$ cat config.mk
export PLATFORM = sky130hd
export DESIGN_NAME = phz_binner
export DESIGN_NICKNAME = d
export VERILOG_FILES = /design/src/design/phz_pkg.sv /design/src/design/phz_binner.sv
export SDC_FILE = /design/constraint.sdc
export NUM_CORES = 1
export LEC_CHECK = 0
export BUFFER_PORTS_ARGS = -buffer_cell sky130_fd_sc_hd__buf_4
export CAP_MARGIN = 30
export CELL_PAD_IN_SITES_DETAIL_PLACEMENT = 1
export CELL_PAD_IN_SITES_GLOBAL_PLACEMENT = 1
export CORE_MARGIN = 10
export CORE_UTILIZATION = 40
export CTS_CLUSTER_SIZE = 12
export DETAILED_ROUTE_END_ITERATION = 10
export PLACE_DENSITY_LB_ADDON = 0.3
export REMOVE_ABC_BUFFERS = 1
export SYNTH_ARGS = -nofsm -noshare
export SYNTH_HDL_FRONTEND = slang
export SYNTH_SLANG_ARGS = --single-unit
export TNS_END_PERCENT = 50
$ cat constraint.sdc
create_clock -name i_clk -period 6.1 [get_ports i_clk]
set_clock_uncertainty 0.15 [all_clocks]
set_input_delay 1.22 -clock i_clk [delete_from_list [all_inputs] [get_ports i_clk]]
set_output_delay 1.22 -clock i_clk [all_outputs]
set_load 0.02 [all_outputs]
$ cat src/design/phz_pkg.sv
`default_nettype none

package phz_pkg;

    localparam int COORD_W   = 24;
    localparam int LEN_W     = 23;
    localparam int BIN_W     = 10;
    localparam int COUNT_W   = 32;
    localparam int OP_W      = 2;
    localparam int STATUS_W  = 2;
    localparam int CFG_IDX_W = 2;
    // z - ref plus box length needs 26 bits signed; magnitude fits 25
    localparam int DIFF_W    = COORD_W + 2;
    localparam int MAG_W     = COORD_W + 1;
    localparam int DVS_W     = LEN_W + BIN_W - 1;
    localparam int STEP_W    = 4;

    localparam logic [OP_W-1:0] OP_SET_PLATE = 2'd0;
    localparam logic [OP_W-1:0] OP_SAMPLE    = 2'd1;
    localparam logic [OP_W-1:0] OP_READ      = 2'd2;

    localparam logic [STATUS_W-1:0] ST_OK       = 2'd0;
    localparam logic [STATUS_W-1:0] ST_MISMATCH = 2'd1;
    localparam logic [STATUS_W-1:0] ST_RANGE    = 2'd2;
    localparam logic [STATUS_W-1:0] ST_READ     = 2'd3;

    localparam logic [CFG_IDX_W-1:0] CFG_BOX_LEN   = 2'd0;
    localparam logic [CFG_IDX_W-1:0] CFG_BIN_WIDTH = 2'd1;
    localparam logic [CFG_IDX_W-1:0] CFG_LAST_BIN  = 2'd2;

    localparam logic [LEN_W-1:0] BOX_LEN_RST   = 23'd655360;
    localparam logic [LEN_W-1:0] BIN_WIDTH_RST = 23'd655;
    localparam logic [BIN_W-1:0] LAST_BIN_RST  = 10'd1000;

    typedef struct packed {
        logic [OP_W-1:0]           operation;
        logic signed [COORD_W-1:0] plate_z_first;
        logic signed [COORD_W-1:0] plate_z_second;
        logic signed [COORD_W-1:0] sample_z;
        logic [BIN_W-1:0]          read_bin;
    } t_in_item;

    typedef struct packed {
        logic [STATUS_W-1:0] status;
        logic [BIN_W-1:0]    bin_out;
        logic [COUNT_W-1:0]  count_out;
    } t_out_item;

    typedef struct packed {
        logic             done;
        logic             ok;
        logic [BIN_W-1:0] bin;
    } t_bin_res;

    typedef enum logic [1:0] {
        S_CLEAR,
        S_IDLE,
        S_DIV,
        S_RESULT
    } t_state;

    typedef enum logic [2:0] {
        PH_IDLE,
        PH_WRAP,
        PH_ABS,
        PH_CHK,
        PH_DIV,
        PH_DONE
    } t_bin_phase;

endpackage

`default_nettype wire

$ cat src/design/phz_binner.sv
`default_nettype none

module phz_binner
    import phz_pkg::*;
#(
    parameter int NUM_BINS = 1024
) (
    input  wire                      i_clk,
    input  wire                      i_rst_n,
    input  wire                      i_start,
    input  wire signed [COORD_W-1:0] i_sample_z,
    input  wire signed [COORD_W-1:0] i_sheet_ref,
    input  wire [LEN_W-1:0]          i_box_len,
    input  wire [LEN_W-1:0]          i_bin_width,
    input  wire [BIN_W-1:0]          i_last_bin,
    output t_bin_res                 o_res
);

    t_bin_phase r_phase, n_phase;

    logic signed [DIFF_W-1:0] r_diff;
    logic [MAG_W-1:0]         r_rem;
    logic [DVS_W-1:0]         r_dvs;
    logic [BIN_W-1:0]         r_q;
    logic [STEP_W-1:0]        r_cnt;
    logic                     r_neg;
    logic                     r_ovf;

    logic                     last_step;
    logic                     take;
    logic [DIFF_W-1:0]        abs_diff;
    logic                     in_range;

    assign last_step = (r_cnt == STEP_W'(BIN_W - 1));
    assign take      = ({{(DVS_W-MAG_W){1'b0}}, r_rem} >= r_dvs);
    assign abs_diff  = r_diff[DIFF_W-1] ? DIFF_W'(-r_diff) : DIFF_W'(r_diff);

    always_comb begin
        n_phase = r_phase;
        unique case (r_phase)
            PH_IDLE: if (i_start) n_phase = PH_WRAP;
            PH_WRAP: n_phase = PH_ABS;
            PH_ABS:  n_phase = PH_CHK;
            PH_CHK:  n_phase = PH_DIV;
            PH_DIV:  if (last_step) n_phase = PH_DONE;
            PH_DONE: n_phase = PH_IDLE;
            default: n_phase = PH_IDLE;
        endcase
    end

    // a negative offset only lands in bin 0 when its quotient truncates to zero
    always_comb begin
        in_range = 1'b0;
        if (!r_ovf) begin
            if (r_neg) begin
                in_range = (r_q == '0);
            end else begin
                in_range = (r_q <= i_last_bin) && (32'(r_q) < 32'(NUM_BINS));
            end
        end
        o_res.done = (r_phase == PH_DONE);
        o_res.ok   = in_range;
        o_res.bin  = r_q;
    end

    always_ff @(posedge i_clk) begin
        if (!i_rst_n) begin
            r_phase <= PH_IDLE;
        end else begin
            r_phase <= n_phase;
        end
    end

    always_ff @(posedge i_clk) begin
        unique case (r_phase)
            PH_IDLE: begin
                if (i_start) begin
                    r_diff <= DIFF_W'(i_sample_z) - DIFF_W'(i_sheet_ref);
                end
            end
            PH_WRAP: begin
                if (r_diff[DIFF_W-1]) begin
                    r_diff <= r_diff + $signed({{(DIFF_W-LEN_W){1'b0}}, i_box_len});
                end
            end
            PH_ABS: begin
                r_neg <= r_diff[DIFF_W-1];
                r_rem <= abs_diff[MAG_W-1:0];
            end
            PH_CHK: begin
                // quotient wider than BIN_W bits is out of range anyway
                r_ovf <= ({{(DVS_W+1-MAG_W){1'b0}}, r_rem} >= {i_bin_width, {BIN_W{1'b0}}});
                r_dvs <= {i_bin_width, {(BIN_W-1){1'b0}}};
                r_cnt <= '0;
                r_q   <= '0;
            end
            PH_DIV: begin
                if (take) begin
                    r_rem <= MAG_W'({{(DVS_W-MAG_W){1'b0}}, r_rem} - r_dvs);
                end
                r_q   <= {r_q[BIN_W-2:0], take};
                r_dvs <= r_dvs >> 1;
                r_cnt <= r_cnt + STEP_W'(1);
            end
            PH_DONE: begin
            end
            default: begin
            end
        endcase
    end

endmodule

`default_nettype wire

# == Word-level counts from Yosys, hierarchy flattened ==
# Index checks and enable logic that the tools add are counted.
# classes
addsub,5
order_cmp,3
eq_ne,10
muxes,14
reduce_logical,9
# ops
cell,count
$pmux W32 S2,1
$mux W26,2
$pmux W26 S2,1
$mux W25,2
$pmux W25 S2,1
$ge A25 B33 Y1,1
$ge A25 B32 Y1,1
$add A26 B24 Y26,1
$neg A25 Y25,1
$sub A24 B24 Y25,1
$sub A25 B25 Y25,1
$pmux W10 S2,1
$pmux W3 S5,1
$le A10 B10 Y1,1
$logic_not A10 Y1,1
$ne A2 B2 Y1 const B,4
$pmux W4 S2,1
$eq A3 B2 Y1 const B,2
$eq A3 B3 Y1 const B,2
$mux W3,2
$reduce_and A2 Y1,3
$reduce_bool A2 Y1,3
$add A4 B1 Y4 const B,1
$eq A4 B4 Y1 const B,1
other kinds (4),5
# totals
reg_bits,102
inputBits,107
out_inout_bits,12

# == Logic depth before layout (Yosys ltp) ==
# Gate-level depths: netlist of run 1.
# logic_depth
ltp_word,3
ltp_mapped,12
mapped_depth_nobuf,12

# == Worst setup path after synthesis of run 1 ==
# No wires, ideal clock.
# synth_timing
path_kind,input to register
start,in i_sample_z[0]
end,"reg r_diff[24], data pin"
setup_ns,0.261
arrival_time_ns,3.564
t_required_ns,5.689
slack_ns,2.125
cell_stages,12
path_cell_list,inv_1 > ha_1 > fa_1 > nor2b_1 > o31a_1 > o32ai_1 > o211a_1 > o31ai_2 > nand3_1 > o221ai_1 > o311ai_1 > a311o_1
# synth_between
elab_chain_cells,3
# synth_rtl
element,line_no,text
"start, declared",phz_binner.sv:11,"input wire signed [COORD_W-1:0] i_sample_z,"
$sub A24 B24 Y25,phz_binner.sv:78,r_diff <= DIFF_W'(i_sample_z) - DIFF_W'(i_sheet_ref);
$mux W26,phz_binner.sv:77,if (i_start) begin
$pmux W26 S2,phz_binner.sv:75,unique case (r_phase)
"end signal, assigned",phz_binner.sv:78,
"end signal, assigned",phz_binner.sv:83,"r_diff <= r_diff + $signed({{(DIFF_W-LEN_W){1'b0}}, i_box_len});"
"end, declared",phz_binner.sv:21,logic signed [DIFF_W-1:0] r_diff;
# No other way between the ends. The select of a mux whose other input is x is not followed.
# A chain may end at the register's enable or synchronous reset.

==> results of run 1 <==
==> tightest hold or removal path, cell delays in order (launching register included) <==
cell and delay, ns:
edfxtp_1 0.34, nand2_1 0.06, nand2_1 0.05
==> final cells by class <==
type	instances	area [sq um]	area share
Clock buffer	12	246	0.0238
Clock inverter	4	70.1	0.00678
Inverter	100	375	0.0363
Multi-Input combinational cell	761	5300	0.513
Sequential cell	102	3030	0.293
Tap cell	280	350	0.0339
Timing Repair Buffer	125	958	0.0927
==> power breakdown <==
group / leakage (uW) / switching, uW / internal [uW]
sequential: 0.000947 / 89.7 / 902
combinational: 0.00343 / 600 / 474
clock: 0.000157 / 271 / 370
==> sequential cells by signal (all words and copies together), names as in the netlist <==
| register | count |
|---|---|
| r_rem | 25 |
| r_ovf | 1 |
| r_neg | 1 |
| r_cnt | 4 |
| r_diff | 26 |
| r_dvs | 32 |
| r_q | 10 |
| r_phase | 3 |
==> per-stage QoR <==
| step | cells | cell area (sq um) | setup WS (ns) |
|---|---|---|---|
| 6_report | 1384 | 10300 | 1.96 |
| 5_1_grt | 1384 | 10300 | 1.86 |
| 4_1_cts | 1384 | 10300 | 1.94 |
| 3_5_place_dp | 1368 | 10000 | 1.69 |
| 3_3_place_gp | 1367 | 9990 | 1.79 |
| 2_1_floorplan | 963 | 8700 | 0.520 |
==> cells in the mapped netlist, types with 3 or more instances <==
cell type,count
ha_1,100
inv_1,100
edfxtp_1,99
nand2_1,94
o21ai_0,78
a21oi_1,75
nor2_1,56
xnor2_1,55
a21o_1,31
clkbuf_1,30
xor2_1,29
nand3_1,23
nand4_1,18
o22ai_1,17
nor2b_1,16
nand2b_1,13
and2_1,12
nor3_1,12
o21a_1,9
o31ai_1,9
o21bai_1,8
a31oi_1,7
nor4_1,7
o21ai_1,7
a211oi_1,6
and3_1,6
or3_1,6
nand3b_1,4
o41ai_1,4
a211o_1,3
dfxtp_1,3
fa_1,3
nor3b_1,3
o41ai_2,3
or2_2,3
or4_1,3
==> kinds of logic (layout without fill, tap and decap cells) <==
kind of cell,count (synthesis),count (layout),share of synthesized area
mux,1,1,0.00113
compound gates,286,286,0.205
flops,102,102,0.344
xor+xnor,84,84,0.0833
buf+inv,133,241,0.0571
fa+ha+maj,103,103,0.149
simple gates,287,287,0.161
==> layer usage <==
metal / GRT usage / part of all wire
met2: 0.279 / 0.47
met3: 0.0239 / 0.036
met5: 0 / 0
met1: 0.226 / 0.48
met4: 0.0454 / 0.011
==> how the worst max path moves through the flow <==
| stage | start | endpoint | depth (start not counted) |
|---|---|---|---|
| CTS | i_last_bin[3] | o_res[10] | 9 |
| finish | i_last_bin[3] | o_res[10] | 9 |
| floorplan | r_phase[2] | r_rem[0] | 4 |
| global route | i_last_bin[3] | o_res[10] | 9 |
| global placement | i_sample_z[0] | r_diff[24] | 13 |
| detailed placement | i_sample_z[0] | r_diff[24] | 13 |
==> metrics.txt, run 1 <==
dominant cell type by area after synthesis=edfxtp_1; Peak Freq=approximately 240 MHz; crit end category=output pin; Worst-Margin Slew=approximately 0.79 ns; Main synth FF type=edfxtp_1; post-synth top area share=0.337; worst reg2reg startpoint=r_rem[0]; Max-Cap Viols=0; sequential-to-total area share from yosys stat=0.344; Tcrit/Tclk final=0.678; Post-route DRC=0; Post-Synthesis Cells=996; top cells by area, synth=edfxtp_1 (34%), ha_1 (14%), xnor2_1 (5.5%), o21ai_0 (4.4%), a21oi_1 (4.3%); Max VDD drop=0.000144 V; filler cell count=2603; reported leakage power=approximately 0.0045 uW; CP max-delay cell=ha_1; total power=around 2700 uW; antenna diode count=0; CP peak stage delay=around 0.30 ns; P per Cell Area=approximately 260 nW/um^2; Reg2Reg Setup Slack=~2.5 ns; gpl congestion=between 0.8 and 0.9; hold depth=2; worst min-delay path category=reg2reg; number of setup buffers added after CTS=0; clk buf depth=2; RSZ-0062 raised after global routing=no; largest net degree at the start of global routing=72; Pins Over Slew Limit=0; number of flops mapped to enable cells by yosys=99; final net count=1309; Max-slew headroom=0.472; count of clock tree sinks=between 100 and 150; Fin. Hold Viols=0; most common cell after layout, fill and taps aside=buf_4; H-Tree Level Count=3; Reg clk slew, reported paths=approximately 0.070 ns; Die ar.=28400 sq um; first-pass GRT wire length=slightly above 40000 microns; worst hold start=r_dvs[25]; Via density=roughly 5.5; CTS root buf=clkbuf_16; setup TNS=0 ns; share of layout cells above drive strength 1=0.147; Die X=approximately 170 microns; total gr overflow=0; status=completed; Netlist cell types=68; row count=between 50 and 60; drt wl/cell=~18 microns; sink of the worst hold path=r_dvs[24]; total CTS buffers=9; Die Ht=169 microns; final hold slack=a little over 0.4 ns; clk_lat worst skew=around 0.37 ns; Port Buf Inserts=between 100 and 150; R2R cell count=13; R2R Path End=r_rem[8]; worst path arrival time=approximately 2.8 ns; synth warn=0; Post-Syn Area=about 8800 sq um; Crit Path Max Fanout=2; DR iter-0 viols=between 300 and 400; CP Class=in2out; CTS tree=built; area delta synth->final=17.1%; Via Count=7563; post-CTS sizing=0; #FFs+latches synth=a little over 100; Synth async-reset ratio=0; dpl hpwl=around 19000 microns; final WL=~24000 microns; final setup violation count=0; most frequent cells in the layout=buf_4 (124), inv_1 (100), ha_1 (100), edfxtp_1 (99), nand2_1 (93); worst path bufs/invs=3; CP required=approximately 4.7 ns; total iterations of the first detailed-routing run=4; CP cell instances=buf_4 -> inv_1 -> ha_1 -> a21o_1 -> a21o_1 -> a21oi_1 -> o211ai_1 -> a221oi_1 -> buf_4; fin crit period=~4.1 ns; Initial Util=0.406; Avg Cell Area, Syn=between 8 and 9 sq um; hold_buf cts=0; CORE AREA=roughly 22000 sq um; Finished Core Util=0.475; vias in the first global route=8031; Worst Setup Start Kind=input pin; Tot GR Track Use=0.169; ANT nets after route=0; antenna violations before repair=0; delay-heaviest family, CP=compound AO/OA/AOI/OAI gates; I/O Pins=approximately 120
Power figures use the tool's default switching activity.
==> inputs of run 2 (changes only) <==
clock period = 3.7 ns   (was 6.1 ns; I/O delays follow)
==> run 2 against run 1 <==
Wire length down 1.6%. Final area rose by 0.46%. Clock power grew 55%.
==> metrics.txt, run 2 (synthesis results as in run 1) <==
Crit Path Max Fanout=2 (unchanged); I/O Pins=119 (unchanged); Finished Core Util=0.477 (+0.00219); Max VDD drop=0.000241 V (+67%); final hold slack=0.400 ns (-0.00419 ns); drt wl/cell=17.2 microns (-2.3%); fin crit period=about 3.4 ns; CTS root buf=clkbuf_16; hold_buf cts=0 (unchanged); Post-route DRC=0 (unchanged); Die ar.=28400 sq um (unchanged); crit end category=flip-flop; worst min-delay path category=reg2reg; max FFs per register=32 (unchanged); clk buf depth=2 (unchanged); Worst-Margin Slew=0.848 ns (+0.0576 ns); Max-slew headroom=0.434 (-0.0371); most frequent cells in the layout=buf_4 (132), inv_1 (100), ha_1 (100), edfxtp_1 (99), nand2_1 (93); antenna violations before repair=0 (unchanged); Worst Setup Start Kind=input pin; CORE AREA=21800 sq um (unchanged); CP Class=in2reg; ANT nets after route=0 (unchanged); area delta synth->final=17.6%; biggest regs=r_dvs: 32 flops, r_diff: 26 flops, r_rem: 25 flops; Pins Over Slew Limit=0 (unchanged); Die X=169 microns (unchanged); worst reg2reg startpoint=r_rem[0]; multi-input logic area=5300 sq um (unchanged); Reg2Reg Setup Slack=0.34 ns (-2.15 ns); clk_lat worst skew=0.37 ns (about the same); gpl congestion=0.849 (+0.91%); total CTS buffers=9 (unchanged); antenna diode count=0 (unchanged); first-pass GRT wire length=39800 microns (-1.0%); final net count=1318 (+0.69%); R2R cell count=14 (+1); post-CTS sizing=0 (unchanged); filler cell count=2566 (-1.4%); Peak Freq=around 300 MHz; status=completed; H-Tree Level Count=3 (unchanged); Sequential Area=3030 sq um (unchanged); Port Buf Inserts=118 (unchanged); count of clock tree sinks=102 (unchanged); final setup violation count=0 (unchanged); Via density=5.42 (-0.87%); reported leakage power=0.00456 uW (+0.48%); Tot GR Track Use=0.166 (-0.00258); share of layout cells above drive strength 1=0.155 (+0.00780); final WL=24000 microns (-1.6%); total gr overflow=0 (unchanged); CP required=3.67 ns (-1.06 ns); Die Ht=169 microns (unchanged); DR iter-0 viols=371 (+19%); Initial Util=0.406 (unchanged); worst path arrival time=3.38 ns (+0.61 ns); total iterations of the first detailed-routing run=5 (+1); row count=54 (unchanged); Tcrit/Tclk final=0.921; RSZ-0062 raised after global routing=no; most common cell after layout, fill and taps aside=buf_4; Critical Path Source=i_sample_z[0]; largest net degree at the start of global routing=46 (-36%); vias in the first global route=7962 (-0.86%); P per Cell Area=425 nW/um^2 (+62%); crit path to=r_diff[24]; Max-Cap Viols=0 (unchanged); dpl hpwl=18900 microns (-1.3%); number of setup buffers added after CTS=0 (unchanged); CTS tree=built; Largest Register=r_dvs; Fin. Hold Viols=0 (unchanged); Via Count=7546 (-0.22%); Reg clk slew, reported paths=0.07 ns (about the same); R2R Path End=r_rem[3]
-- run 2: cell types whose count changed in the layout (fill, tap and decap cells not counted) --
cell,delta
o311ai_0,-1
buf_4,+8
clkinvlp_4,+3
clkbuf_8,-1
clkbuf_1,-1
buf_12,+2
buf_16,-1
bufinv_16,-1
o311ai_1,+1
-- run 2: report_power, final --
part	switching [uW]	internal [uW]
Sequential	152	1490
Combinational	978	801
Clock	469	523
Total	1600	2810
-- run 2: per-stage QoR --
stage	worst slack [ns]	cells	cell area (sq um)	TNS, ns	total power (uW)
after floorplan	-1.88	963	8700	-80.70	2900
after global placement	-0.0146	1377	10100	-0.0146	3370
after detailed placement	-0.0965	1377	10100	-0.0965	3430
after CTS	0.256	1393	10400	0	4440
after global routing	0.0372	1393	10400	0	4720
final	0.294	1393	10400	0	4410
-- run 2: routing by layer --
layer / track usage / vias up / part of all wire
met1: 0.224 / 3600 / 0.48
met3: 0.0243 / 15 / 0.034
li1: - / 3814 / -
met5: 0 / - / 0
met4: 0.0458 / 0 / 0.012
met2: 0.272 / 117 / 0.47
-- run 2: final cells by class --
class / count / area share
Multi-Input combinational cell: 761 / 0.511
Sequential cell: 102 / 0.292
Timing Repair Buffer: 134 / 0.0993
Inverter: 100 / 0.0361
Tap cell: 280 / 0.0337
Clock buffer: 10 / 0.0220
Clock inverter: 6 / 0.00602
-- run 2: worst max-delay path: stages --
cell	delay [ns]
buf_4	0.08
inv_1	0.03
ha_1	0.22
fa_1	0.41
nor2b_1	0.16
o31a_1	0.17
o32ai_1	0.12
o211a_1	0.28
o31ai_2	0.31
nand3_1	0.14
o221ai_1	0.25
o311ai_1	0.14
a311o_1	0.33
-- run 2: worst min path at each step --
stage,to,slack [ns],start,cells past startpoint
after floorplan,r_dvs[30],0.36,r_dvs[31],2
after global placement,r_dvs[30],0.37,r_dvs[31],2
after detailed placement,r_dvs[29],0.38,r_dvs[30],2
after CTS,r_dvs[29],0.40,r_dvs[30],2
after global routing,r_dvs[25],0.44,r_dvs[26],2
final,r_dvs[29],0.40,r_dvs[30],2
==> inputs of run 3 (changes only) <==
--- a/config.mk
+++ b/config.mk
@@ -11,5 +11,5 @@
 export CELL_PAD_IN_SITES_GLOBAL_PLACEMENT = 1
 export CORE_MARGIN = 10
-export CORE_UTILIZATION = 40
+export CORE_UTILIZATION = 41
 export CTS_CLUSTER_SIZE = 12
 export DETAILED_ROUTE_END_ITERATION = 10
==> constraint.sdc (replaced) <==
create_clock -name i_clk -period 3.7 [get_ports i_clk]
set_clock_uncertainty 0.15 [all_clocks]
set_input_delay 0.555 -clock i_clk [delete_from_list [all_inputs] [get_ports i_clk]]
set_output_delay 0.555 -clock i_clk [all_outputs]
set_load 0.02 [all_outputs]
==> run 3 against run 2 <==
Critical path depth is 1 lower. Sequential power hardly changed. Register-to-register slack hardly changed. Sequential cell count stayed put. Via count is 0.69% lower. Clock-buffer cell count is 2 higher. Fmax is 1.2% higher. Cell count is 0.57% lower. Wire length is 0.55% lower. Worst setup slack better by 0.040 ns. Hold slack worse by 0.084 ns.
==> metrics.txt, run 3 (synthesis results as in run 1) <==
status=completed; Peak Freq=297 MHz (+1.2%); largest net degree at the start of global routing=51 (+11%); clk_lat worst skew=0.36 ns (about the same); Via Count=7494 (-0.69%); CTS tree=built; I/O Pins=119 (unchanged); H-Tree Level Count=3 (unchanged); Tot GR Track Use=0.169 (+0.00270); clk buf depth=2 (unchanged); CP cell instances=ha_1 -> inv_1 -> fa_1 -> nand2b_1 -> a21oi_1 -> a21oi_1 -> a21oi_1 -> a2111oi_2 -> nor2_1 -> a21o_1 -> a2111oi_2 -> a311o_1; area delta synth->final=17.9%; Post-route DRC=0 (unchanged); biggest regs=r_dvs: 32 flops, r_diff: 26 flops, r_rem: 25 flops; total gr overflow=0 (unchanged); worst path arrival time=3.33 ns (-0.05 ns); gpl congestion=0.874 (+2.9%); CP required=3.66 ns (about the same); CORE AREA=21100 sq um (-3.1%); Die Ht=167 microns (-1.1%); CP peak stage delay=0.42 ns (about the same); ANT nets after route=0 (unchanged); Die X=167 microns (-1.1%); Largest Register=r_dvs; Internal=2930 uW (+4.2%); clock power share=0.245 (+0.020); Max VDD drop=0.000190 V (-21%); Via density=5.41 (-0.12%); delay-heaviest family, CP=compound AO/OA/AOI/OAI gates; Fin. Hold Viols=0 (unchanged); Reg clk slew, reported paths=0.08 ns (about the same); CP Class=reg2reg; final net count=1315 (-0.23%); Worst Setup Start Kind=flip-flop; CP max-delay cell=edfxtp_1; max FFs per register=32 (unchanged); row count=53 (-1.9%); Die ar.=27800 sq um (-2.2%); P per Cell Area=433 nW/um^2 (+2.1%); dpl hpwl=19000 microns (+0.25%); share of layout cells above drive strength 1=0.153 (-0.00138); total iterations of the first detailed-routing run=4 (-1); most common cell after layout, fill and taps aside=buf_4; CTS root buf=clkbuf_16; final WL=23800 microns (-0.55%); worst path bufs/invs=1 (-1); final setup violation count=0 (unchanged); Initial Util=0.419 (+0.0129); count of clock tree sinks=102 (unchanged); Pins Over Slew Limit=0 (unchanged); first-pass GRT wire length=39700 microns (-0.24%); most frequent cells in the layout=buf_4 (129), inv_1 (100), ha_1 (100), edfxtp_1 (99), nand2_1 (93); RSZ-0062 raised after global routing=no; total CTS buffers=9 (unchanged); antenna diode count=0 (unchanged); DR iter-0 viols=360 (-3.0%); final hold slack=0.315 ns (-0.0845 ns); register share of total power=0.363 (-0.008); number of setup buffers added after CTS=0 (unchanged); sw frac=0.351 (-0.0118); worst min-delay path category=in2reg; total power=4510 uW (+2.3%); Worst-Margin Slew=0.581 ns (-0.267 ns); Worst Setup Slack post-DPL=0.0498 ns (+0.146 ns); drt wl/cell=17.2 microns (about the same); Crit Path Max Fanout=4 (+2); antenna violations before repair=0 (unchanged); Psw=1580 uW (-1.0%); hold_buf cts=0 (unchanged); Tcrit/Tclk final=0.910 (-0.0107); Reg2Reg Setup Slack=0.33 ns (about the same); Gate power share=0.392 (-0.012); Max-slew headroom=0.613 (+0.178); vias in the first global route=8014 (+0.65%); fin crit period=3.37 ns (-0.0397 ns); crit end category=flip-flop; post-CTS sizing=0 (unchanged); reported leakage power=0.00457 uW (+0.34%); final setup margin=0.334 ns (+0.0397 ns); Port Buf Inserts=118 (unchanged); Max-Cap Viols=0 (unchanged); CP most frequent cell=a21oi_1
[run 3: tightest hold or removal path: cells and delay by family]
family / cells / cell delay (ns)
buffers and inverters: 2 / 0.12
AOI/OAI and AO/OA: 1 / 0.11
[run 3: final cells by class]
type	count	area, sq um
well taps	275	344
clock inverters	4	76.3
repair buffers	131	1010
inverters	100	375
fillers	2488	10700
clock buffers	12	267
multi-input cells	761	5300
flip-flops and latches	102	3030
[run 3: worst paths after layout]
check,cells past startpoint,startpoint,end
setup / recovery,12,r_diff[0],r_diff[24]
hold / removal,3,i_rst_n,r_phase[2]
setup reg to reg,12,r_diff[0],r_diff[24]
hold reg to reg,2,r_dvs[29],r_dvs[28]
[run 3: per-stage QoR]
| stage | util | std cells | TNS [ns] | cell area [sq um] |
|---|---|---|---|---|
| final | 0.494 | 1385 | 0 | 10400 |
| after global routing | 0.494 | 1385 | 0 | 10400 |
| after CTS | 0.494 | 1385 | 0 | 10400 |
| after detailed placement | 0.477 | 1369 | 0 | 10100 |
| after global placement | 0.477 | 1369 | 0 | 10100 |
| after floorplan | - | 963 | -80.70 | 8700 |
[run 3: power groups by stage]
stage	Combinational (uW)	Clock, uW	Sequential, uW
6_report	1770	1100	1640
5_1_grt	1990	1160	1660
4_1_cts	1780	1130	1630
3_5_place_dp	1760	0	1660
3_3_place_gp	1710	0	1650
2_1_floorplan	1270	0	1630
[run 3: layer usage]
layer,vias up,track usage,wire [microns]
met1,3539,0.222,11600
met4,0,0.0447,274
met5,-,0,0
met3,14,0.0202,657
li1,3818,-,-
met2,123,0.287,11300
